File: src/rtl/core/broken_down_time_to_seconds_defines.svh
// assertion macros shared by the broken-down time converter
`ifndef BROKEN_DOWN_TIME_TO_SECONDS_DEFINES_SVH
`define BROKEN_DOWN_TIME_TO_SECONDS_DEFINES_SVH

// same-cycle implication, disabled while reset is low
`define BDTS_ASSERT_IMPL(label, clk, rst_n, ante, cons, msg) \
    label: assert property (@(posedge clk) disable iff (!rst_n) (ante) |-> (cons)) \
        else $error(msg);

// next-cycle implication, disabled while reset is low
`define BDTS_ASSERT_NEXT(label, clk, rst_n, ante, cons, msg) \
    label: assert property (@(posedge clk) disable iff (!rst_n) (ante) |=> (cons)) \
        else $error(msg);

`endif

File: src/rtl/core/bdts_pkg.sv
// shared types, constants and helper functions of the broken-down time converter
`timescale 1ns / 1ps

package bdts_pkg;

    localparam int unsigned SECS_PER_DAY = 86400;
    localparam int unsigned DAYS_TO_EPOCH = 25567;

    // one input transaction
    typedef struct packed {
        logic signed [15:0] year_offset;
        logic signed [15:0] month_index;
        logic signed [15:0] day_of_month;
        logic signed [15:0] hour_value;
        logic signed [15:0] minute_value;
        logic signed [15:0] second_value;
    } t_in;

    // month and seconds split, quotient of seconds by day length
    typedef struct packed {
        logic        [3:0]  month_rem;
        logic signed [16:0] year_adj;
        logic signed [15:0] mday;
        logic        [27:0] sec_biased;
        logic        [11:0] sec_quot;
    } t_norm;

    // final day count and second of day
    typedef struct packed {
        logic signed [24:0] days;
        logic        [16:0] sec_of_day;
        logic               reject;
    } t_days;

    // exact floor(x / 25) for x below 43690
    function automatic logic [9:0] div25(input logic [13:0] i_x);
        logic [26:0] prod;
        prod = 27'(i_x) * 27'd5243;
        return prod[26:17];
    endfunction

    // first day of month within the year
    function automatic logic [8:0] month_first_day(input logic i_leap, input logic [3:0] i_mon);
        logic [8:0] base;
        unique case (i_mon)
            4'd0:    base = 9'd0;
            4'd1:    base = 9'd31;
            4'd2:    base = 9'd59;
            4'd3:    base = 9'd90;
            4'd4:    base = 9'd120;
            4'd5:    base = 9'd151;
            4'd6:    base = 9'd181;
            4'd7:    base = 9'd212;
            4'd8:    base = 9'd243;
            4'd9:    base = 9'd273;
            4'd10:   base = 9'd304;
            4'd11:   base = 9'd334;
            default: base = 9'd0;
        endcase
        if (i_leap && (i_mon >= 4'd2) && (i_mon <= 4'd11)) begin
            base = base + 9'd1;
        end
        return base;
    endfunction

endpackage

File: src/rtl/core/bdts_if.sv
// stream interfaces of the broken-down time converter
`timescale 1ns / 1ps

interface bdts_in_if;
    logic               valid;
    logic               ready;
    logic signed [15:0] year_offset;
    logic signed [15:0] month_index;
    logic signed [15:0] day_of_month;
    logic signed [15:0] hour_value;
    logic signed [15:0] minute_value;
    logic signed [15:0] second_value;

    modport source (
        output valid, year_offset, month_index, day_of_month,
               hour_value, minute_value, second_value,
        input  ready
    );
    modport sink (
        input  valid, year_offset, month_index, day_of_month,
               hour_value, minute_value, second_value,
        output ready
    );
endinterface

interface bdts_out_if;
    logic               valid;
    logic               ready;
    logic signed [31:0] time_value;
    logic        [23:0] day_count;
    logic        [16:0] second_of_day;
    logic               invalid;

    modport source (
        output valid, time_value, day_count, second_of_day, invalid,
        input  ready
    );
    modport sink (
        input  valid, time_value, day_count, second_of_day, invalid,
        output ready
    );
endinterface

File: src/rtl/core/bdts_norm.sv
// pipeline stages one and two: month and seconds splits by reciprocal multiply
`timescale 1ns / 1ps

module bdts_norm (
    input  logic            i_clk,
    input  logic            i_rst_n,
    input  logic            i_valid,
    output logic            o_ready,
    input  bdts_pkg::t_in   i_data,
    output logic            o_valid,
    input  logic            i_ready,
    output bdts_pkg::t_norm o_data
);

    localparam logic signed [17:0] MON_BIAS = 18'sd32772;    // 12 * 2731
    localparam logic signed [17:0] YEAR_UNBIAS = 18'sd2731;
    localparam logic signed [28:0] SEC_BIAS = 29'sd120009600;  // 1389 days
    localparam logic [30:0] DIV3_MUL = 31'd43691;
    localparam logic [42:0] DIV675_MUL = 43'd3181458;

    logic        r_s1_valid;
    logic [12:0] r_s1_q;
    logic [16:0] r_s1_m;
    logic signed [15:0] r_s1_year;
    logic signed [15:0] r_s1_mday;
    logic [27:0] r_s1_su;

    logic        r_s2_valid;
    bdts_pkg::t_norm r_s2;

    logic w_s1_ld;
    logic w_s2_ld;

    logic signed [17:0] n_m_ext;
    logic [16:0]        n_m;
    logic [30:0]        n_mprod;
    logic signed [28:0] n_su_ext;
    logic [16:0]        n_r_full;
    logic signed [17:0] n_yr_ext;
    logic [42:0]        n_sprod;

    assign w_s2_ld = !r_s2_valid || i_ready;
    assign w_s1_ld = !r_s1_valid || w_s2_ld;
    assign o_ready = w_s1_ld;
    assign o_valid = r_s2_valid;
    assign o_data  = r_s2;

    // month biased to non-negative, then divided by 12 as (m / 4) / 3
    always_comb begin
        n_m_ext  = 18'(i_data.month_index) + MON_BIAS;
        n_m      = n_m_ext[16:0];
        n_mprod  = 31'(n_m[16:2]) * DIV3_MUL;
        n_su_ext = 29'(i_data.hour_value) * 29'sd3600 + 29'(i_data.minute_value) * 29'sd60
                 + 29'(i_data.second_value) + SEC_BIAS;
    end

    // remainder and year; seconds divided by 86400 as (s / 128) / 675
    always_comb begin
        n_r_full = r_s1_m - 17'(r_s1_q) * 17'd12;
        n_yr_ext = 18'(r_s1_year) + $signed({5'b0, r_s1_q}) - YEAR_UNBIAS;
        n_sprod  = 43'(r_s1_su[27:7]) * DIV675_MUL;
    end

    always_ff @(posedge i_clk) begin
        if (!i_rst_n) begin
            r_s1_valid <= 1'b0;
            r_s2_valid <= 1'b0;
        end else begin
            if (w_s1_ld) begin
                r_s1_valid <= i_valid;
            end
            if (w_s2_ld) begin
                r_s2_valid <= r_s1_valid;
            end
        end
    end

    always_ff @(posedge i_clk) begin
        if (w_s1_ld) begin
            r_s1_q    <= n_mprod[29:17];
            r_s1_m    <= n_m;
            r_s1_year <= i_data.year_offset;
            r_s1_mday <= i_data.day_of_month;
            r_s1_su   <= n_su_ext[27:0];
        end
        if (w_s2_ld) begin
            r_s2.month_rem  <= n_r_full[3:0];
            r_s2.year_adj   <= n_yr_ext[16:0];
            r_s2.mday       <= r_s1_mday;
            r_s2.sec_biased <= r_s1_su;
            r_s2.sec_quot   <= n_sprod[42:31];
        end
    end

endmodule

File: src/rtl/core/bdts_days.sv
// pipeline stages three to five: leap terms, day count and range check
`timescale 1ns / 1ps

module bdts_days (
    input  logic            i_clk,
    input  logic            i_rst_n,
    input  logic            i_valid,
    output logic            o_ready,
    input  bdts_pkg::t_norm i_data,
    output logic            o_valid,
    input  logic            i_ready,
    output bdts_pkg::t_days o_data
);

    localparam logic signed [12:0] DAY_UNBIAS = 13'sd1389;
    localparam logic signed [24:0] DAYS_MIN = 25'(bdts_pkg::DAYS_TO_EPOCH - 1);

    // stage three
    logic        r_s3_valid;
    logic [15:0] r_s3_yc;
    logic        r_s3_neg;
    logic [3:0]  r_s3_mon;
    logic signed [15:0] r_s3_mday;
    logic [16:0] r_s3_rem;
    logic signed [12:0] r_s3_dq;
    logic [13:0] r_s3_y4;
    logic [9:0]  r_s3_d100;
    logic [9:0]  r_s3_d400;
    logic [9:0]  r_s3_a;
    logic [9:0]  r_s3_b;
    logic [13:0] r_s3_yq4;
    logic [11:0] r_s3_yq16;
    logic        r_s3_y4z;
    logic        r_s3_y16z;

    // stage four
    logic        r_s4_valid;
    logic signed [24:0] r_s4_base;
    logic        r_s4_leap;
    logic        r_s4_neg;
    logic [3:0]  r_s4_mon;
    logic [16:0] r_s4_rem;

    // stage five
    logic        r_s5_valid;
    bdts_pkg::t_days r_s5;

    logic w_s3_ld;
    logic w_s4_ld;
    logic w_s5_ld;

    logic        n_neg;
    logic [15:0] n_yc;
    logic [15:0] n_y;
    logic [16:0] n_y4_sum;
    logic [16:0] n_y100_sum;
    logic [16:0] n_y400_sum;
    logic [27:0] n_rem_full;
    logic        n_leap;
    logic signed [24:0] n_base;
    logic signed [24:0] n_days;

    assign w_s5_ld = !r_s5_valid || i_ready;
    assign w_s4_ld = !r_s4_valid || w_s5_ld;
    assign w_s3_ld = !r_s3_valid || w_s4_ld;
    assign o_ready = w_s3_ld;
    assign o_valid = r_s5_valid;
    assign o_data  = r_s5;

    // negative year is clamped to zero, its result is rejected later
    always_comb begin
        n_neg      = i_data.year_adj[16];
        n_yc       = n_neg ? 16'd0 : i_data.year_adj[15:0];
        n_y        = n_yc + 16'd1900;
        n_y4_sum   = 17'(n_yc) + 17'd3;
        n_y100_sum = 17'(n_yc) + 17'd99;
        n_y400_sum = 17'(n_yc) + 17'd299;
        n_rem_full = i_data.sec_biased - 28'(i_data.sec_quot) * 28'(bdts_pkg::SECS_PER_DAY);
    end

    // leap test of the calendar year and day count without month start
    always_comb begin
        n_leap = (r_s3_y4z && (14'(r_s3_a) * 14'd25 != r_s3_yq4))
              || (r_s3_y16z && (12'(r_s3_b) * 12'd25 == r_s3_yq16));
        n_base = $signed(25'(r_s3_yc) * 25'd365) + $signed(25'(r_s3_y4))
               - $signed(25'(r_s3_d100)) + $signed(25'(r_s3_d400))
               + 25'(r_s3_mday) + 25'(r_s3_dq) - 25'sd1;
    end

    always_comb begin
        n_days = r_s4_base + $signed(25'(bdts_pkg::month_first_day(r_s4_leap, r_s4_mon)));
    end

    always_ff @(posedge i_clk) begin
        if (!i_rst_n) begin
            r_s3_valid <= 1'b0;
            r_s4_valid <= 1'b0;
            r_s5_valid <= 1'b0;
        end else begin
            if (w_s3_ld) begin
                r_s3_valid <= i_valid;
            end
            if (w_s4_ld) begin
                r_s4_valid <= r_s3_valid;
            end
            if (w_s5_ld) begin
                r_s5_valid <= r_s4_valid;
            end
        end
    end

    always_ff @(posedge i_clk) begin
        if (w_s3_ld) begin
            r_s3_yc   <= n_yc;
            r_s3_neg  <= n_neg;
            r_s3_mon  <= i_data.month_rem;
            r_s3_mday <= i_data.mday;
            r_s3_rem  <= n_rem_full[16:0];
            r_s3_dq   <= $signed({1'b0, i_data.sec_quot}) - DAY_UNBIAS;
            r_s3_y4   <= n_y4_sum[15:2];
            r_s3_d100 <= bdts_pkg::div25(n_y100_sum[15:2]);
            r_s3_d400 <= bdts_pkg::div25({2'b0, n_y400_sum[15:4]});
            r_s3_a    <= bdts_pkg::div25(n_y[15:2]);
            r_s3_b    <= bdts_pkg::div25({2'b0, n_y[15:4]});
            r_s3_yq4  <= n_y[15:2];
            r_s3_yq16 <= n_y[15:4];
            r_s3_y4z  <= (n_y[1:0] == 2'd0);
            r_s3_y16z <= (n_y[3:0] == 4'd0);
        end
        if (w_s4_ld) begin
            r_s4_base <= n_base;
            r_s4_leap <= n_leap;
            r_s4_neg  <= r_s3_neg;
            r_s4_mon  <= r_s3_mon;
            r_s4_rem  <= r_s3_rem;
        end
        if (w_s5_ld) begin
            r_s5.days       <= n_days;
            r_s5.sec_of_day <= r_s4_rem;
            r_s5.reject     <= r_s4_neg || (n_days < DAYS_MIN);
        end
    end

endmodule

File: src/rtl/core/broken_down_time_to_seconds.sv
// Broken-down calendar time to Unix seconds converter, top level.
// Takes years since 1900, month, day, hour, minute and second, each a signed
// 16-bit value that may lie out of range, and returns the Unix time as the
// low 32 bits of the exact value, the Gregorian day count since 1900-01-01
// and the second of day. Months fold into the year and the time of day into
// the day count by floor division. A result is flagged invalid, with time
// all ones and zero day count and second of day, when the adjusted year is
// negative or the date falls before 1969-12-31. The block holds no state
// between transactions. It is a six-stage pipeline that accepts one
// transaction every cycle unless an output stall has filled every stage.
// The stages are set by the constant divisions, done as reciprocal
// multiplies (month and seconds each in a stage of its own), and by the
// final 25 x 17 bit multiply to seconds. A stall on the output side holds
// every occupied stage in place; empty stages still fill, so ready on the
// input side drops only when the whole pipeline is full.
`timescale 1ns / 1ps
`include "broken_down_time_to_seconds_defines.svh"

module broken_down_time_to_seconds (
    input  logic        i_clk,
    input  logic        i_rst_n,
    bdts_in_if.sink     i_in,
    bdts_out_if.source  o_out
);

    localparam logic signed [24:0] EPOCH_DAYS = 25'(bdts_pkg::DAYS_TO_EPOCH);
    localparam logic signed [42:0] DAY_SECS = 43'(bdts_pkg::SECS_PER_DAY);

    // input transaction gathered into one word
    bdts_pkg::t_in   w_in;
    bdts_pkg::t_norm w_norm;
    bdts_pkg::t_days w_days;

    logic w_norm_valid;
    logic w_norm_ready;
    logic w_days_valid;
    logic w_days_ready;

    // output register stage
    logic               r_out_valid;
    logic signed [31:0] r_out_time;
    logic        [23:0] r_out_days;
    logic        [16:0] r_out_sod;
    logic               r_out_invalid;
    logic               w_out_ld;

    logic signed [24:0] n_day_rel;
    logic signed [42:0] n_prod;
    logic        [31:0] n_time;

    always_comb begin
        w_in.year_offset  = i_in.year_offset;
        w_in.month_index  = i_in.month_index;
        w_in.day_of_month = i_in.day_of_month;
        w_in.hour_value   = i_in.hour_value;
        w_in.minute_value = i_in.minute_value;
        w_in.second_value = i_in.second_value;
    end

    // stages one and two: month / 12 and seconds / 86400
    bdts_norm u_norm (
        .i_clk   (i_clk),
        .i_rst_n (i_rst_n),
        .i_valid (i_in.valid),
        .o_ready (i_in.ready),
        .i_data  (w_in),
        .o_valid (w_norm_valid),
        .i_ready (w_norm_ready),
        .o_data  (w_norm)
    );

    // stages three to five: leap terms, day count, rejection
    bdts_days u_days (
        .i_clk   (i_clk),
        .i_rst_n (i_rst_n),
        .i_valid (w_norm_valid),
        .o_ready (w_norm_ready),
        .i_data  (w_norm),
        .o_valid (w_days_valid),
        .i_ready (w_days_ready),
        .o_data  (w_days)
    );

    // stage six: days since epoch to seconds, low 32 bits kept
    always_comb begin
        n_day_rel = w_days.days - EPOCH_DAYS;
        n_prod    = 43'(n_day_rel) * DAY_SECS;
        n_time    = n_prod[31:0] + 32'(w_days.sec_of_day);
    end

    // the output register frees as soon as its result is taken
    assign w_out_ld     = !r_out_valid || o_out.ready;
    assign w_days_ready = w_out_ld;

    always_ff @(posedge i_clk) begin
        if (!i_rst_n) begin
            r_out_valid <= 1'b0;
        end else if (w_out_ld) begin
            r_out_valid <= w_days_valid;
        end
    end

    // rejected transactions carry a fixed result pattern
    always_ff @(posedge i_clk) begin
        if (w_out_ld) begin
            if (w_days.reject) begin
                r_out_time    <= -32'sd1;
                r_out_days    <= 24'd0;
                r_out_sod     <= 17'd0;
                r_out_invalid <= 1'b1;
            end else begin
                r_out_time    <= $signed(n_time);
                r_out_days    <= w_days.days[23:0];
                r_out_sod     <= w_days.sec_of_day;
                r_out_invalid <= 1'b0;
            end
        end
    end

    assign o_out.valid         = r_out_valid;
    assign o_out.time_value    = r_out_time;
    assign o_out.day_count     = r_out_days;
    assign o_out.second_of_day = r_out_sod;
    assign o_out.invalid       = r_out_invalid;

    // rejected result has the fixed pattern on every field
    `BDTS_ASSERT_IMPL(a_reject_pattern, i_clk, i_rst_n, o_out.valid && o_out.invalid,
        (o_out.time_value == -32'sd1) && (o_out.day_count == 24'd0) && (o_out.second_of_day == 17'd0),
        "rejected transaction with nonzero fields")

    // accepted result lies on or after 1969-12-31 with a normalized second
    `BDTS_ASSERT_IMPL(a_valid_range, i_clk, i_rst_n, o_out.valid && !o_out.invalid,
        (o_out.second_of_day < 17'(bdts_pkg::SECS_PER_DAY))
        && (o_out.day_count >= 24'(bdts_pkg::DAYS_TO_EPOCH - 1)),
        "accepted transaction out of range")

    // a finished day count moves into a free output register
    `BDTS_ASSERT_NEXT(a_out_fill, i_clk, i_rst_n, w_days_valid && w_out_ld, o_out.valid,
        "output register did not take a finished transaction")

    // a stalled output holds its time, day count and invalid flag
    `BDTS_ASSERT_NEXT(a_stall_time, i_clk, i_rst_n, r_out_valid && !w_out_ld,
        $stable(r_out_time) && $stable(r_out_days) && $stable(r_out_invalid),
        "output register changed during a stall")

endmodule
File: src/flat_wrapper.sv
// flat-port wrapper written by rule: the top's interface ports become plain ports
module broken_down_time_to_seconds_flat 
  (i_clk, i_rst_n, i_in_valid, i_in_year_offset, i_in_month_index, i_in_day_of_month, i_in_hour_value, i_in_minute_value, i_in_second_value, i_in_ready, o_out_valid, o_out_time_value, o_out_day_count, o_out_second_of_day, o_out_invalid, o_out_ready);
  bdts_in_if i_in_i ();
  bdts_out_if o_out_i ();
  input  logic i_clk;
  input  logic i_rst_n;
  input wire logic [$bits(i_in_i.valid)-1:0] i_in_valid;
  input wire logic [$bits(i_in_i.year_offset)-1:0] i_in_year_offset;
  input wire logic [$bits(i_in_i.month_index)-1:0] i_in_month_index;
  input wire logic [$bits(i_in_i.day_of_month)-1:0] i_in_day_of_month;
  input wire logic [$bits(i_in_i.hour_value)-1:0] i_in_hour_value;
  input wire logic [$bits(i_in_i.minute_value)-1:0] i_in_minute_value;
  input wire logic [$bits(i_in_i.second_value)-1:0] i_in_second_value;
  output wire logic [$bits(i_in_i.ready)-1:0] i_in_ready;
  output wire logic [$bits(o_out_i.valid)-1:0] o_out_valid;
  output wire logic [$bits(o_out_i.time_value)-1:0] o_out_time_value;
  output wire logic [$bits(o_out_i.day_count)-1:0] o_out_day_count;
  output wire logic [$bits(o_out_i.second_of_day)-1:0] o_out_second_of_day;
  output wire logic [$bits(o_out_i.invalid)-1:0] o_out_invalid;
  input wire logic [$bits(o_out_i.ready)-1:0] o_out_ready;
  assign i_in_i.valid = i_in_valid;
  assign i_in_i.year_offset = i_in_year_offset;
  assign i_in_i.month_index = i_in_month_index;
  assign i_in_i.day_of_month = i_in_day_of_month;
  assign i_in_i.hour_value = i_in_hour_value;
  assign i_in_i.minute_value = i_in_minute_value;
  assign i_in_i.second_value = i_in_second_value;
  assign i_in_ready = i_in_i.ready;
  assign o_out_valid = o_out_i.valid;
  assign o_out_time_value = o_out_i.time_value;
  assign o_out_day_count = o_out_i.day_count;
  assign o_out_second_of_day = o_out_i.second_of_day;
  assign o_out_invalid = o_out_i.invalid;
  assign o_out_i.ready = o_out_ready;
  broken_down_time_to_seconds u_core (.i_clk(i_clk), .i_rst_n(i_rst_n), .i_in(i_in_i), .o_out(o_out_i));
endmodule
File: config.mk
export PLATFORM = sky130hd
export DESIGN_NAME = broken_down_time_to_seconds_flat
export DESIGN_NICKNAME = d
export VERILOG_FILES = /design/src/rtl/core/bdts_pkg.sv /design/src/rtl/core/bdts_if.sv /design/src/rtl/core/bdts_norm.sv /design/src/rtl/core/bdts_days.sv /design/src/rtl/core/broken_down_time_to_seconds.sv /design/src/flat_wrapper.sv
export VERILOG_INCLUDE_DIRS = /design/src /design/src/rtl/core
export SDC_FILE = /design/constraint.sdc
export NUM_CORES = 2
export LEC_CHECK = 0
export ABC_CLOCK_PERIOD_IN_PS = 18300
export BUFFER_PORTS_ARGS = -buffer_cell sky130_fd_sc_hd__buf_2
export CAP_MARGIN = 5
export CORE_MARGIN = 10
export CORE_UTILIZATION = 70
export CTS_BUF_LIST = sky130_fd_sc_hd__clkbuf_8
export DETAILED_ROUTE_END_ITERATION = 10
export PLACE_DENSITY = 0.88
export SLEW_MARGIN = 20
export SYNTH_ARGS = -nofsm -noshare
export SYNTH_HDL_FRONTEND = slang
export SYNTH_SLANG_ARGS = --single-unit
File: constraint.sdc
create_clock -name i_clk -period 18.3 [get_ports i_clk]
set_input_delay 0.915 -clock i_clk [delete_from_list [all_inputs] [get_ports i_clk]]
set_output_delay 0.915 -clock i_clk [all_outputs]
set_load 0.01 [all_outputs]
==> impl_results.md <==
* Worst-path clk slew at 0.06 ns
* Most used cell along the critical path: inv_1
* Worst reg2reg path startpoint: u_core.u_norm.o_data[72]
* Syn_nets at 7134
* Post-synth top cells: inv_1, ha_1, fa_1
* Total Routing Usage GR at 25.90%
* Final net count at 7381
* WP data required at 18.74 ns
* Worst Path Arrival at 9.26 ns
* Slowest CP cell: edfxtp_1
* Largest net degree at the start of global routing at 84
* Initial Util at 70.57%
* Post-Route Skew at 0.03864 ns
* Core area at 80420 µm²
* Layout cell share with drive strength beyond 1 at 6.414%
* Vias at 36780
* CTS tree: built
* Cells after Synth at 5229
* FF+latch count, synth at 456
* Worst-Margin Slew at 1.050 ns
* Hold Vio Cnt, Final at 0
* Crit. End Element: flip-flop
* Most used DFF post-synth: edfxtp_1
* Post-synth EDFFs at 441
* Vias in the first global route at 40580
* Sequential share of the synthesized area at 23.87%
* Routed vias/inst at 5.575
* DIE AREA at 92860 µm²
* Fin area at 60480 µm²
* Synth-to-Final Area Change at 6.570%
* Hold/Removal Path Class: primary input to flip-flop
* Slew Limit Fails at 0
* Post-synth cell types at 85
* IO buf count at 175
* Drt drc at 0
* DP Area at 59020 µm²
* Largest area contributor in the netlist: ha_1
* # Post-CTS Setup Buffers at 0
* F_max at 0.1134 GHz
* Rel. slew slack at 29.97%
* Status: complete, no violations
* WS Path Type: flip-flop to flip-flop
* Crit. Startpoint: u_core.u_norm.o_data[72]
* Clock Latency Late Sink at 0.72 ns
* Max clock buf depth at 3
* Total CTS buffers at 78
* Top-area cell type share of the netlist area at 25.20%
* Minimum clock period at 8.820 ns
* Die height at 304.7 µm
* Syn Area/Cell at 10.85 µm²
* GPL Wtd Cong at 0.9497
* Grt total ovfl at 0
* Global-route wire length before repair at 197.2 mm
* IO Pins at 176
* Hold WS at 0.3756 ns
* Sink Count at 456
* Std-Cell Rows at 104
* Synth async-reset ratio at 0%
* Total of fill cells in the finished design at 5192
* RSZ-0062 raised after global routing: no
* Initial antenna violation count at 2
* Final-report setup violation count at 0
* Die extent in x at 304.7 µm
* DRC violation total after the first TritonRoute iteration at 1925
* Cell with the most instances after synthesis: inv_1
* Setup_tns at 0 ns
* Hold_sp: i_in_second_value[1]
* Routed WL per cell at 17.81 µm
* Syn Std Cell Area at 56750 µm²
* Post-DP HPWL at 99.79 mm
* PostCTS Resize Cnt at 0
* Synth area leaders: ha_1, fa_1, edfxtp_1, inv_1, xnor2_1
* Max stage delay on crit path at 0.76 ns
* CP Max Fanout at 31
* Syn. warnings at 0
* H-tree depth at 3
* Clock root buffer: clkbuf_8
* Max Cap Viol at 0
* Antenna-violating nets left at 0
* Drt pass-1 iters at 5
* CP Launch Type: flip-flop
* Final period utilization at 48.19%
* Cts hold-fix bufs at 0
* Final wirelength at 117.5 mm
flip-flops by register name (all words and copies together), names as in the netlist, 17 cells and up, named ones only:
| name | flops |
|---|---|
| u_core.u_days.r_s3_rem | 17 |
| u_core.u_days.r_s4_base | 25 |
| u_core.u_norm.o_data | 66 |
| u_core.o_out.second_of_day | 17 |
| u_core.u_norm.r_s1_su | 28 |
| u_core.u_days.o_data | 43 |
| u_core.o_out.time_value | 32 |
| u_core.u_days.r_s4_rem | 17 |
| u_core.o_out.day_count | 24 |
final timing paths:
check / to / slack (ns) / cells past startpoint
worst max-delay path: u_core.u_days.r_s3_d400[7] / 9.48 / 28
worst min-delay path: u_core.u_norm.r_s1_su[1] / 0.38 / 1
worst max register to register: u_core.u_days.r_s3_d400[7] / 9.48 / 28
worst min register to register: u_core.u_days.r_s4_rem[6] / 0.41 / 0
per-layer routing:
metal	wire length, µm	share of wire (%)	GRT usage (%)	vias to the layer above
li1	-	-	-	17550
met1	47750	41	31.23	18130
met2	60510	52	46.98	859
met3	5449	4.6	3.354	235
met4	3764	3.2	9.123	2
met5	18	0.015	0	-
worst max-delay path, delay by kind of cell, from the launching register on:
family	cells	cell delay [ns]
flops	1	0.76
simple gates	4	1.24
compound gates	10	2.54
xor+xnor	3	0.98
fa+ha+maj	6	2.59
buf+inv	5	0.42
kinds of logic after synthesis:
group | count (synthesis) | synth area share [%]
AND/OR/NAND/NOR | 681 | 6.213
XOR/XNOR | 394 | 6.143
AO/OA/AOI/OAI | 533 | 6.074
flip-flops | 456 | 23.87
multiplexers | 13 | 0.2381
buffers and inverters | 1347 | 8.912
adder cells (fa/ha/maj) | 1805 | 48.55
cell usage in the layout, fill, tap and decap left out, types with 9 or more instances in the layout:
master	netlist	layout
clkinv_1	2	10
nor3_1	48	48
o21ai_1	9	10
buf_2	1	175
nand2b_1	33	33
nor2_1	139	139
clkbuf_8	0	83
nand2_1	148	145
clkinv_2	0	15
a211oi_1	21	21
o31ai_1	9	9
mux2i_1	9	9
and3_1	36	36
a21oi_1	172	172
buf_4	0	20
edfxtp_1	441	441
a21o_1	77	77
o21a_1	29	29
ha_1	1143	1143
fa_1	662	662
o21ai_0	83	82
and2_1	16	16
nor2b_1	85	85
and4_1	9	9
nor4_1	9	9
xor2_1	121	121
or2_2	17	17
o21bai_1	28	28
nand3_1	62	62
inv_1	1317	1338
a31oi_1	18	18
a211o_1	11	11
dfxtp_1	15	15
xnor2_1	270	269
or3_1	19	19
nand4_1	25	25
stage by stage:
step	setup slack (ns)	utilization, %	cells
3_3_place_gp	9.819	73.39	6456
5_1_grt	8.904	75.20	6596
3_5_place_dp	9.659	73.39	6456
6_report	9.480	75.20	6596
2_1_floorplan	10.55	-	5229
4_1_cts	9.645	75.20	6595
final cells by class:
cell class	instances	area, µm²	area share [%]
Multi-Input combinational cell	3426	38170	63.12
Sequential cell	456	13540	22.39
Inverter	1319	4951	8.187
Tap cell	1060	1326	2.193
Clock buffer	83	1142	1.889
Timing Repair Buffer	195	1026	1.696
Clock inverter	56	312.8	0.5172
Antenna cell	1	2.502	0.004138
Power is not shown: default switching activity piles up to over one toggle a cycle in this logic, so the estimate is an artifact.
